--- src/rtl/iloc_pkg.sv ---
package iloc_pkg;

  localparam int NUM_REGS = 64;
  localparam int REG_AW = (NUM_REGS > 1) ? $clog2(NUM_REGS) : 1;
  localparam int XLEN = 64;
  localparam int CNT_W = $clog2(XLEN + 1);

  typedef enum logic [4:0] {
    F_NOP = 5'd0, F_ADD = 5'd1, F_SUB = 5'd2, F_MULT = 5'd3, F_DIV = 5'd4,
    F_ADDI = 5'd5, F_SUBI = 5'd6, F_RSUBI = 5'd7, F_MULTI = 5'd8, F_DIVI = 5'd9,
    F_RDIVI = 5'd10, F_LSHIFT = 5'd11, F_LSHIFTI = 5'd12, F_RSHIFT = 5'd13,
    F_RSHIFTI = 5'd14, F_AND = 5'd15, F_ANDI = 5'd16, F_OR = 5'd17,
    F_ORI = 5'd18, F_XOR = 5'd19, F_XORI = 5'd20
  } func_t;

  typedef enum logic [2:0] {
    U_ADD, U_SUB, U_MUL, U_DIV, U_SHL, U_SHR, U_AND, U_OR
  } uop_t;

  localparam uop_t U_XOR = U_OR;

  // Control passed from the sequencer to the shared unit.
  typedef struct packed {
    logic start;
    uop_t op;
    logic use_xor;
  } unit_ctl_t;

  typedef struct packed {
    logic done;
  } unit_sts_t;

  function automatic logic [REG_AW-1:0] reg_idx(input logic [5:0] idx);
    logic [31:0] wide;
    wide = 32'(idx) % NUM_REGS;
    return wide[REG_AW-1:0];
  endfunction

endpackage

--- src/rtl/iloc_unit.sv ---
module iloc_unit (
  input  logic                   clk,
  input  logic                   rst_n,
  input  iloc_pkg::unit_ctl_t    ctl,
  input  logic [63:0]            opa,
  input  logic [63:0]            opb,
  output iloc_pkg::unit_sts_t    sts,
  output logic [63:0]            result
);
  import iloc_pkg::*;

  // Multi-cycle datapath: an adder accumulates partial products for multiply and a
  // trial subtractor tries the subtraction for division; shifts use neither.
  logic [63:0] acc_r, acc_nxt;
  logic [63:0] mc_r, mc_nxt;       // multiplicand / divisor magnitude / shiftee
  logic [63:0] ml_r, ml_nxt;       // multiplier / dividend quotient shifter
  logic [CNT_W-1:0] cnt_r, cnt_nxt;
  logic busy_r, busy_nxt;
  logic done_r, done_nxt;
  logic neg_r, neg_nxt;
  uop_t op_r, op_nxt;
  logic [63:0] res_r, res_nxt;

  logic [64:0] trial;
  logic [63:0] rem_sh;
  logic [63:0] mag_a, mag_b;

  assign mag_a = opa[63] ? (64'd0 - opa) : opa;
  assign mag_b = opb[63] ? (64'd0 - opb) : opb;
  assign rem_sh = {acc_r[62:0], ml_r[63]};
  assign trial = {1'b0, rem_sh} - {1'b0, mc_r};

  always_comb begin
    acc_nxt = acc_r;
    mc_nxt = mc_r;
    ml_nxt = ml_r;
    cnt_nxt = cnt_r;
    busy_nxt = busy_r;
    done_nxt = 1'b0;
    neg_nxt = neg_r;
    op_nxt = op_r;
    res_nxt = res_r;
    if (ctl.start) begin
      op_nxt = ctl.op;
      busy_nxt = 1'b0;
      case (ctl.op)
        U_ADD: begin res_nxt = opa + opb; done_nxt = 1'b1; end
        U_SUB: begin res_nxt = opa - opb; done_nxt = 1'b1; end
        U_AND: begin res_nxt = opa & opb; done_nxt = 1'b1; end
        U_OR: begin
          res_nxt = ctl.use_xor ? (opa ^ opb) : (opa | opb);
          done_nxt = 1'b1;
        end
        U_MUL: begin
          acc_nxt = '0; mc_nxt = opa; ml_nxt = opb;
          cnt_nxt = CNT_W'(XLEN); busy_nxt = 1'b1;
        end
        U_DIV: begin
          acc_nxt = '0; mc_nxt = mag_b; ml_nxt = mag_a;
          neg_nxt = opa[63] ^ opb[63];
          cnt_nxt = CNT_W'(XLEN); busy_nxt = 1'b1;
        end
        U_SHL, U_SHR: begin
          mc_nxt = opa; cnt_nxt = CNT_W'(opb[5:0]); busy_nxt = 1'b1;
        end
        default: begin res_nxt = '0; done_nxt = 1'b1; end
      endcase
    end else if (busy_r) begin
      if (cnt_r == '0) begin
        busy_nxt = 1'b0;
        done_nxt = 1'b1;
        case (op_r)
          U_MUL: res_nxt = acc_r;
          U_DIV: res_nxt = neg_r ? (64'd0 - ml_r) : ml_r;
          default: res_nxt = mc_r;
        endcase
      end else begin
        cnt_nxt = cnt_r - 1'b1;
        case (op_r)
          U_MUL: begin
            if (ml_r[0]) acc_nxt = acc_r + mc_r;
            mc_nxt = {mc_r[62:0], 1'b0};
            ml_nxt = {1'b0, ml_r[63:1]};
          end
          U_DIV: begin
            // Restoring step: one quotient bit per cycle.
            if (!trial[64]) begin
              acc_nxt = trial[63:0];
              ml_nxt = {ml_r[62:0], 1'b1};
            end else begin
              acc_nxt = rem_sh;
              ml_nxt = {ml_r[62:0], 1'b0};
            end
          end
          U_SHL: mc_nxt = {mc_r[62:0], 1'b0};
          default: mc_nxt = {mc_r[63], mc_r[63:1]};
        endcase
      end
    end
  end

  always_ff @(posedge clk) begin
    if (!rst_n) begin
      busy_r <= 1'b0;
      done_r <= 1'b0;
    end else begin
      busy_r <= busy_nxt;
      done_r <= done_nxt;
    end
    acc_r <= acc_nxt;
    mc_r <= mc_nxt;
    ml_r <= ml_nxt;
    cnt_r <= cnt_nxt;
    neg_r <= neg_nxt;
    op_r <= op_nxt;
    res_r <= res_nxt;
  end

  assign sts.done = done_r;
  assign result = res_r;
endmodule

--- config.mk ---
export PLATFORM = sky130hd
export DESIGN_NAME = iloc_unit
export DESIGN_NICKNAME = d
export VERILOG_FILES = /design/src/rtl/iloc_pkg.sv /design/src/rtl/iloc_unit.sv
export SDC_FILE = /design/constraint.sdc
export NUM_CORES = 2
export LEC_CHECK = 0
export BUFFER_PORTS_ARGS = -buffer_cell sky130_fd_sc_hd__buf_2
export CAP_MARGIN = 10
export CORE_ASPECT_RATIO = 1.25
export CORE_MARGIN = 5
export CORE_UTILIZATION = 38
export CTS_BUF_LIST = sky130_fd_sc_hd__clkbuf_8
export DETAILED_ROUTE_END_ITERATION = 16
export PLACE_DENSITY = 0.51
export SYNTH_ARGS = -nofsm -noshare
export SYNTH_HDL_FRONTEND = slang
export SYNTH_SLANG_ARGS = --single-unit
--- constraint.sdc ---
create_clock -name clk -period 12.44 [get_ports clk]
set_clock_uncertainty 0.2 [all_clocks]
set_input_delay 1.244 -clock clk [delete_from_list [all_inputs] [get_ports clk]]
set_output_delay 1.244 -clock clk [all_outputs]
set_load 0.02 [all_outputs]
=== Yosys cells after proc, flatten, opt, wreduce, memory -nomap -nowiden ===
Index checks and enable logic that the tools add are counted.

* Register bits: 269
* Output and inout bits: 65

* Add/sub/neg operators: 8
* Equality and inequality tests: 18
* Mux-type cells: 39
* Bitwise logic cells: 4
* Reduce and logical (&&, ||, !) cells: 19

{| class="wikitable"
|+ Operators with widths
! kind !! count
|-
| $mux W64 || 19
|-
| $pmux W64 S2 || 6
|-
| $pmux W64 S4 || 1
|-
| $sub A1 B64 Y64 const A || 3
|-
| $add A64 B64 Y64 || 2
|-
| $sub A64 B64 Y65 || 1
|-
| $and A64 B64 Y64 || 1
|-
| $or A64 B64 Y64 || 1
|-
| $sub A64 B64 Y64 || 1
|-
| $xor A64 B64 Y64 || 1
|-
| $mux W7 || 3
|-
| $eq A3 B3 Y1 const B || 5
|-
| $pmux W7 S2 || 1
|-
| $eq A3 B2 Y1 const B || 4
|-
| $reduce_and A5 Y1 || 2
|-
| $mux W1 || 9
|-
| $reduce_and A4 Y1 || 2
|-
| $reduce_or A4 Y1 || 2
|-
| $logic_not A7 Y1 || 1
|-
| $sub A7 B1 Y7 const B || 1
|-
| $ne A2 B2 Y1 const B || 3
|-
| $ne A3 B2 Y1 const B || 2
|-
| $reduce_and A3 Y1 || 2
|-
| $reduce_bool A2 Y1 || 3
|-
| 10 further kinds || 12
|}

=== Depth between registers and ports, before layout ===
* Depth after elaboration: 6
* Depth in mapped cells: 26
* Gate-level depth less buffers: 23

=== Worst setup path before layout ===
OpenSTA, ideal clock, no wires.

* Kind: in2reg
* From: input ctl[4] (netlist name)
* To: register acc_r[0] (enable)
* Library setup time: 0.433 ns
* Arrival: 8.436 ns
* Path slack: 3.371 ns
* Stages: 5
* Path buffers: 3
* Cell sequence: clkbuf_1 clkbuf_1 clkbuf_1 o21ai_0 o31a_1

* Longest elaborated chain between the ends: 2

{| class="wikitable"
|+ RTL lines
! item !! RTL line !! text
|-
| start, declared || iloc_unit.sv:4 || <nowiki>input iloc_pkg::unit_ctl_t ctl,</nowiki>
|-
| $ne A3 B3 Y1 (no source line) (tied with other cells) || - ||
|-
| $reduce_and A5 Y1 (no source line) (*) || - ||
|-
| end signal, assigned || iloc_unit.sv:110 || <nowiki>acc_r <= acc_nxt;</nowiki>
|-
| end, declared || iloc_unit.sv:14 || <nowiki>logic [63:0] acc_r, acc_nxt;</nowiki>
|}

Mark *: on every way between the ends. The rest lies on a longest branch, timed or not.
A chain may end at the register's enable or synchronous reset.

=== Final worst setup path ===
* From: input opb[0]
* To: register res_r[62] (netlist: result[62]) (data pin)

* Longest elaborated chain between the ends: 3

{| class="wikitable"
|+ RTL lines
! item !! RTL line !! text
|-
| start, declared || iloc_unit.sv:6 || <nowiki>input logic [63:0] opb,</nowiki>
|-
| $sub A64 B64 Y64 / $add A64 B64 Y64 (equally long branches) || iloc_unit.sv:48, iloc_unit.sv:47 ||
|-
| $pmux W64 S4 (*) || iloc_unit.sv:46 || <nowiki>case (ctl.op)</nowiki>
|-
| $mux W64 (*) || iloc_unit.sv:43 || <nowiki>if (ctl.start) begin</nowiki>
|-
| net res_nxt[62] || iloc_unit.sv:22 || <nowiki>logic [63:0] res_r, res_nxt;</nowiki>
|-
| end signal, assigned || iloc_unit.sv:116 || <nowiki>res_r <= res_nxt;</nowiki>
|-
| end, declared || iloc_unit.sv:22 ||
|}

Mark *: on every way through the listed nets, which the timed path passes. The rest lies on a longest branch.

==> reports/summary.json <==
{
  "run_status": {"value": "finished clean"},
  "timing.final.hold_violations": {"value": 0},
  "antenna_found_initial": {"value": 14},
  "htreeDepth": {"value": 2},
  "fin_worst_hold_slack": {"value": 0.432, "unit": "ns"},
  "timing.setup.tns": {"value": 0, "unit": "ns"},
  "groute.layer.met3.usage": {"value": 0.0445},
  "cp-end-kind": {"value": "flip-flop"},
  "floorplan.die_area": {"value": 95100, "unit": "µm²"},
  "powerDensity": {"value": 109, "unit": "nW/µm²"},
  "crit_path_max_fanout": {"value": 7},
  "placement_rows": {"value": 122},
  "max_slew_margin": {"value": 0.246},
  "layout.cells.most_common_list": {"value": "511 x sky130_fd_sc_hd__nand2_1, 441 x sky130_fd_sc_hd__a21oi_1, 323 x sky130_fd_sc_hd__o21ai_0, 323 x sky130_fd_sc_hd__ha_1, 301 x sky130_fd_sc_hd__inv_1"},
  "leakagePower": {"value": 15.2, "unit": "nW"},
  "report.final.slew_viol_count": {"value": 0},
  "crit_required": {"value": 12.79, "unit": "ns"},
  "drc_errors": {"value": 0},
  "min_path_type": {"value": "reg2reg"},
  "worst_skew_pair.late_latency": {"value": 0.72, "unit": "ns"},
  "timing.final.crit_share": {"value": 0.597},
  "drive_gt1_frac": {"value": 0.0888},
  "syn_area_per_cell": {"value": 7.82, "unit": "µm²"},
  "cts_resized": {"value": 0},
  "grt_pass1_wl": {"value": 213000, "unit": "µm"},
  "drtPass1Iterations": {"value": 10},
  "count_of_port_buffers_added_during_placement": {"value": 199},
  "worst_vdd_drop": {"value": 0.0696, "unit": "mV"},
  "post-place-cells": {"value": 5476},
  "gr-usage-met1": {"value": 0.424},
  "global_placer_s_final_weighted_congestion": {"value": 0.965},
  "areaGrowthSynthToFinish": {"value": 8.42, "unit": "%"},
  "final_instance_count_without_filler_cells": {"value": 5576},
  "grt_max_degree": {"value": 86},
  "achievable-frequency": {"value": 0.135, "unit": "GHz"},
  "criticalPathCategory": {"value": "in2reg"},
  "edff_count_synth": {"value": 267},
  "final_nets": {"value": 4814},
  "finalWorstPathRequiredPeriod": {"value": 7.43, "unit": "ns"},
  "timing_worst_slew_pin_value": {"value": 1.13, "unit": "ns"},
  "setup_viol_count_final": {"value": 0},
  "detail_route.wl_per_cell": {"value": 26.0, "unit": "µm"},
  "cp-start-kind": {"value": "input port"},
  "layout_commonest_cell": {"value": "sky130_fd_sc_hd__nand2_1"},
  "cts.sinks": {"value": 269},
  "cts.path.max_buffers": {"value": 3},
  "design.core.area": {"value": 88500, "unit": "µm²"},
  "synth_seq_area_share": {"value": 0.238},
  "netlist_area": {"value": 33800, "unit": "µm²"},
  "tritoncts": {"value": "done"},
  "routed_via_density": {"value": 6.13},
  "grt_util_all_layers": {"value": 0.288},
  "clkSlewWorstSetupHoldPaths": {"value": 0.06, "unit": "ns"},
  "via_count": {"value": 34200},
  "ys_seq_elements": {"value": 269},
  "num_io_pins": {"value": 200},
  "die_width": {"value": 277, "unit": "µm"},
  "synth_ff_type": {"value": "sky130_fd_sc_hd__edfxtp_1"},
  "cts-hold-fix-buffers": {"value": 0},
  "starting_utilization_of_the_core_area": {"value": 0.382},
  "ctsRootBufferMaster": {"value": "sky130_fd_sc_hd__clkbuf_8"},
  "place_hpwl": {"value": 110000, "unit": "µm"},
  "postSynth.asyncResetShare": {"value": 0},
  "drt_wl_total": {"value": 145000, "unit": "µm"},
  "gr-total-overflow": {"value": 0},
  "cts-buffers-inserted": {"value": 53},
  "ys_warn_count": {"value": 0},
  "grt_pass1_vias": {"value": 32300},
  "syn_nets": {"value": 4786},
  "cap_viol_max_count": {"value": 0},
  "gr-usage-met2": {"value": 0.444},
  "syn-instance-count": {"value": 4325},
  "postRouteAntennaNets": {"value": 0},
  "die-height": {"value": 344, "unit": "µm"},
  "busiest_layer": {"value": "met2"},
  "dr.first_iter.drc_count": {"value": 4232},
  "synth_cell_types": {"value": 81},
  "unrepaired_setup_endpoints_after_global_routing": {"value": "no"},
  "post_cts.repair.setup_buffers": {"value": 0},
  "endpoint_arrival_time_on_the_critical_path": {"value": 7.78, "unit": "ns"}
}
==> cells in the mapped netlist (6+ instances only) <==
library cell | number | area [µm²]
sky130_fd_sc_hd__a22oi_1 | 8 | 60.1
sky130_fd_sc_hd__nor2b_1 | 29 | 181
sky130_fd_sc_hd__or2_2 | 14 | 87.6
sky130_fd_sc_hd__nand2_1 | 513 | 1930
sky130_fd_sc_hd__mux2_2 | 26 | 293
sky130_fd_sc_hd__o22ai_1 | 32 | 200
sky130_fd_sc_hd__o31ai_1 | 68 | 510
sky130_fd_sc_hd__o211ai_1 | 79 | 593
sky130_fd_sc_hd__and2_1 | 20 | 125
sky130_fd_sc_hd__inv_1 | 288 | 1080
sky130_fd_sc_hd__o221ai_1 | 31 | 272
sky130_fd_sc_hd__nor2_1 | 267 | 1000
sky130_fd_sc_hd__nand4_1 | 66 | 413
sky130_fd_sc_hd__nand2b_1 | 34 | 213
sky130_fd_sc_hd__nand3_1 | 56 | 280
sky130_fd_sc_hd__and4_1 | 8 | 70.1
sky130_fd_sc_hd__a22o_1 | 6 | 52.6
sky130_fd_sc_hd__o41ai_1 | 26 | 228
sky130_fd_sc_hd__xor2_1 | 126 | 1100
sky130_fd_sc_hd__a221o_1 | 9 | 90.1
sky130_fd_sc_hd__xnor2_1 | 297 | 2600
sky130_fd_sc_hd__edfxtp_1 | 267 | 8020
sky130_fd_sc_hd__or3_1 | 44 | 275
sky130_fd_sc_hd__a221oi_1 | 7 | 61.3
sky130_fd_sc_hd__nor4_1 | 15 | 93.8
sky130_fd_sc_hd__o21bai_1 | 27 | 203
sky130_fd_sc_hd__nand3b_1 | 8 | 60.1
sky130_fd_sc_hd__o21ai_0 | 325 | 1630
sky130_fd_sc_hd__a222oi_1 | 101 | 1010
sky130_fd_sc_hd__buf_1 | 29 | 109
sky130_fd_sc_hd__a21o_1 | 126 | 946
sky130_fd_sc_hd__or4_1 | 11 | 82.6
sky130_fd_sc_hd__mux2i_1 | 32 | 320
sky130_fd_sc_hd__o21a_1 | 20 | 150
sky130_fd_sc_hd__clkbuf_1 | 237 | 890
sky130_fd_sc_hd__and3_1 | 30 | 188
sky130_fd_sc_hd__o31a_1 | 10 | 87.6
sky130_fd_sc_hd__a21oi_1 | 441 | 2210
sky130_fd_sc_hd__o2111ai_1 | 8 | 70.1
sky130_fd_sc_hd__a31oi_1 | 33 | 206
sky130_fd_sc_hd__a211oi_1 | 84 | 631
sky130_fd_sc_hd__a211o_1 | 12 | 105
sky130_fd_sc_hd__a31o_2 | 8 | 70.1
sky130_fd_sc_hd__ha_1 | 323 | 4040
sky130_fd_sc_hd__nor3_1 | 51 | 255
==> worst max-delay path, cell delays in order <==
cell	delay (ns)
sky130_fd_sc_hd__buf_2	0.15
sky130_fd_sc_hd__inv_1	0.09
sky130_fd_sc_hd__ha_1	0.19
sky130_fd_sc_hd__or3b_2	0.50
sky130_fd_sc_hd__nor2_1	0.39
sky130_fd_sc_hd__nand3_1	0.24
sky130_fd_sc_hd__or3_1	0.46
sky130_fd_sc_hd__or3_1	0.37
sky130_fd_sc_hd__nand3b_1	0.19
sky130_fd_sc_hd__nand2_1	0.09
sky130_fd_sc_hd__xnor2_1	0.09
sky130_fd_sc_hd__ha_1	0.41
sky130_fd_sc_hd__and3_1	0.25
sky130_fd_sc_hd__and3_1	0.22
sky130_fd_sc_hd__nand4_1	0.10
sky130_fd_sc_hd__o211ai_1	0.50
sky130_fd_sc_hd__a41o_1	0.42
sky130_fd_sc_hd__nor2_1	0.07
sky130_fd_sc_hd__o31a_1	0.36
sky130_fd_sc_hd__o31ai_1	0.55
sky130_fd_sc_hd__a221oi_1	0.24
sky130_fd_sc_hd__or4b_1	0.54
sky130_fd_sc_hd__nand3_1	0.09
==> registers in the layout, indices dropped and copies added (netlist names) <==
register	cells
result	64
ml_r	64
mc_r	64
op_r	3
acc_r	64
neg_r	1
sts	1
cnt_r	7
busy_r	1
==> final timing paths <==
path	cells after the start	slack, ns	to	startpoint
min reg2reg	1	0.43	cnt_r[0]	cnt_r[0]
min	1	0.43	cnt_r[0]	cnt_r[0]
max	23	5.01	result[62]	opb[0]
max reg2reg	15	6.42	acc_r[57]	ml_r[63]
==> per-stage QoR <==
step                      power, mW  cell area, µm²   util  setup slack, ns
after floorplan                2.48           33800      -             3.37
after global placement         3.07           35700  0.404             4.59
after detailed placement       3.06           35700  0.404             4.53
after CTS                      3.96           36700  0.414             5.23
after global routing           4.20           36700  0.414             4.76
final                          3.98           36700  0.414             5.01
==> routing by layer <==
metal | up-vias | share of wire
met5 | - | 0.00028
met2 | 1533 | 0.43
met3 | 230 | 0.082
met1 | 16400 | 0.46
met4 | 6 | 0.030
li1 | 16000 | -
==> area by class of cell <==
cell class	instances	area (µm²)
diodes	8	20.0
clock buffers	53	729
clock inverters	39	194
fillers	9279	51900
inverters	289	1080
multi-input cells	3497	23800
flip-flops and latches	269	8060
well taps	1178	1470
repair buffers	243	1340
==> where the power goes <==
part	total (mW)	switching, mW	leakage, nW	internal, mW
combinational	1.85	1.17	12.2	0.679
clock	0.882	0.467	0.522	0.415
sequential	1.25	0.126	2.55	1.12
==> logic make-up after synthesis <==
kind of cell	count (synthesis)	synth area share
AO/OA/AOI/OAI	1499	0.288
XOR/XNOR	423	0.110
adder cells (fa/ha/maj)	326	0.121
buffers and inverters	559	0.0624
flip-flops	269	0.238
multiplexers	58	0.0181
AND/OR/NAND/NOR	1191	0.163
Power figures use the tool's default switching activity.
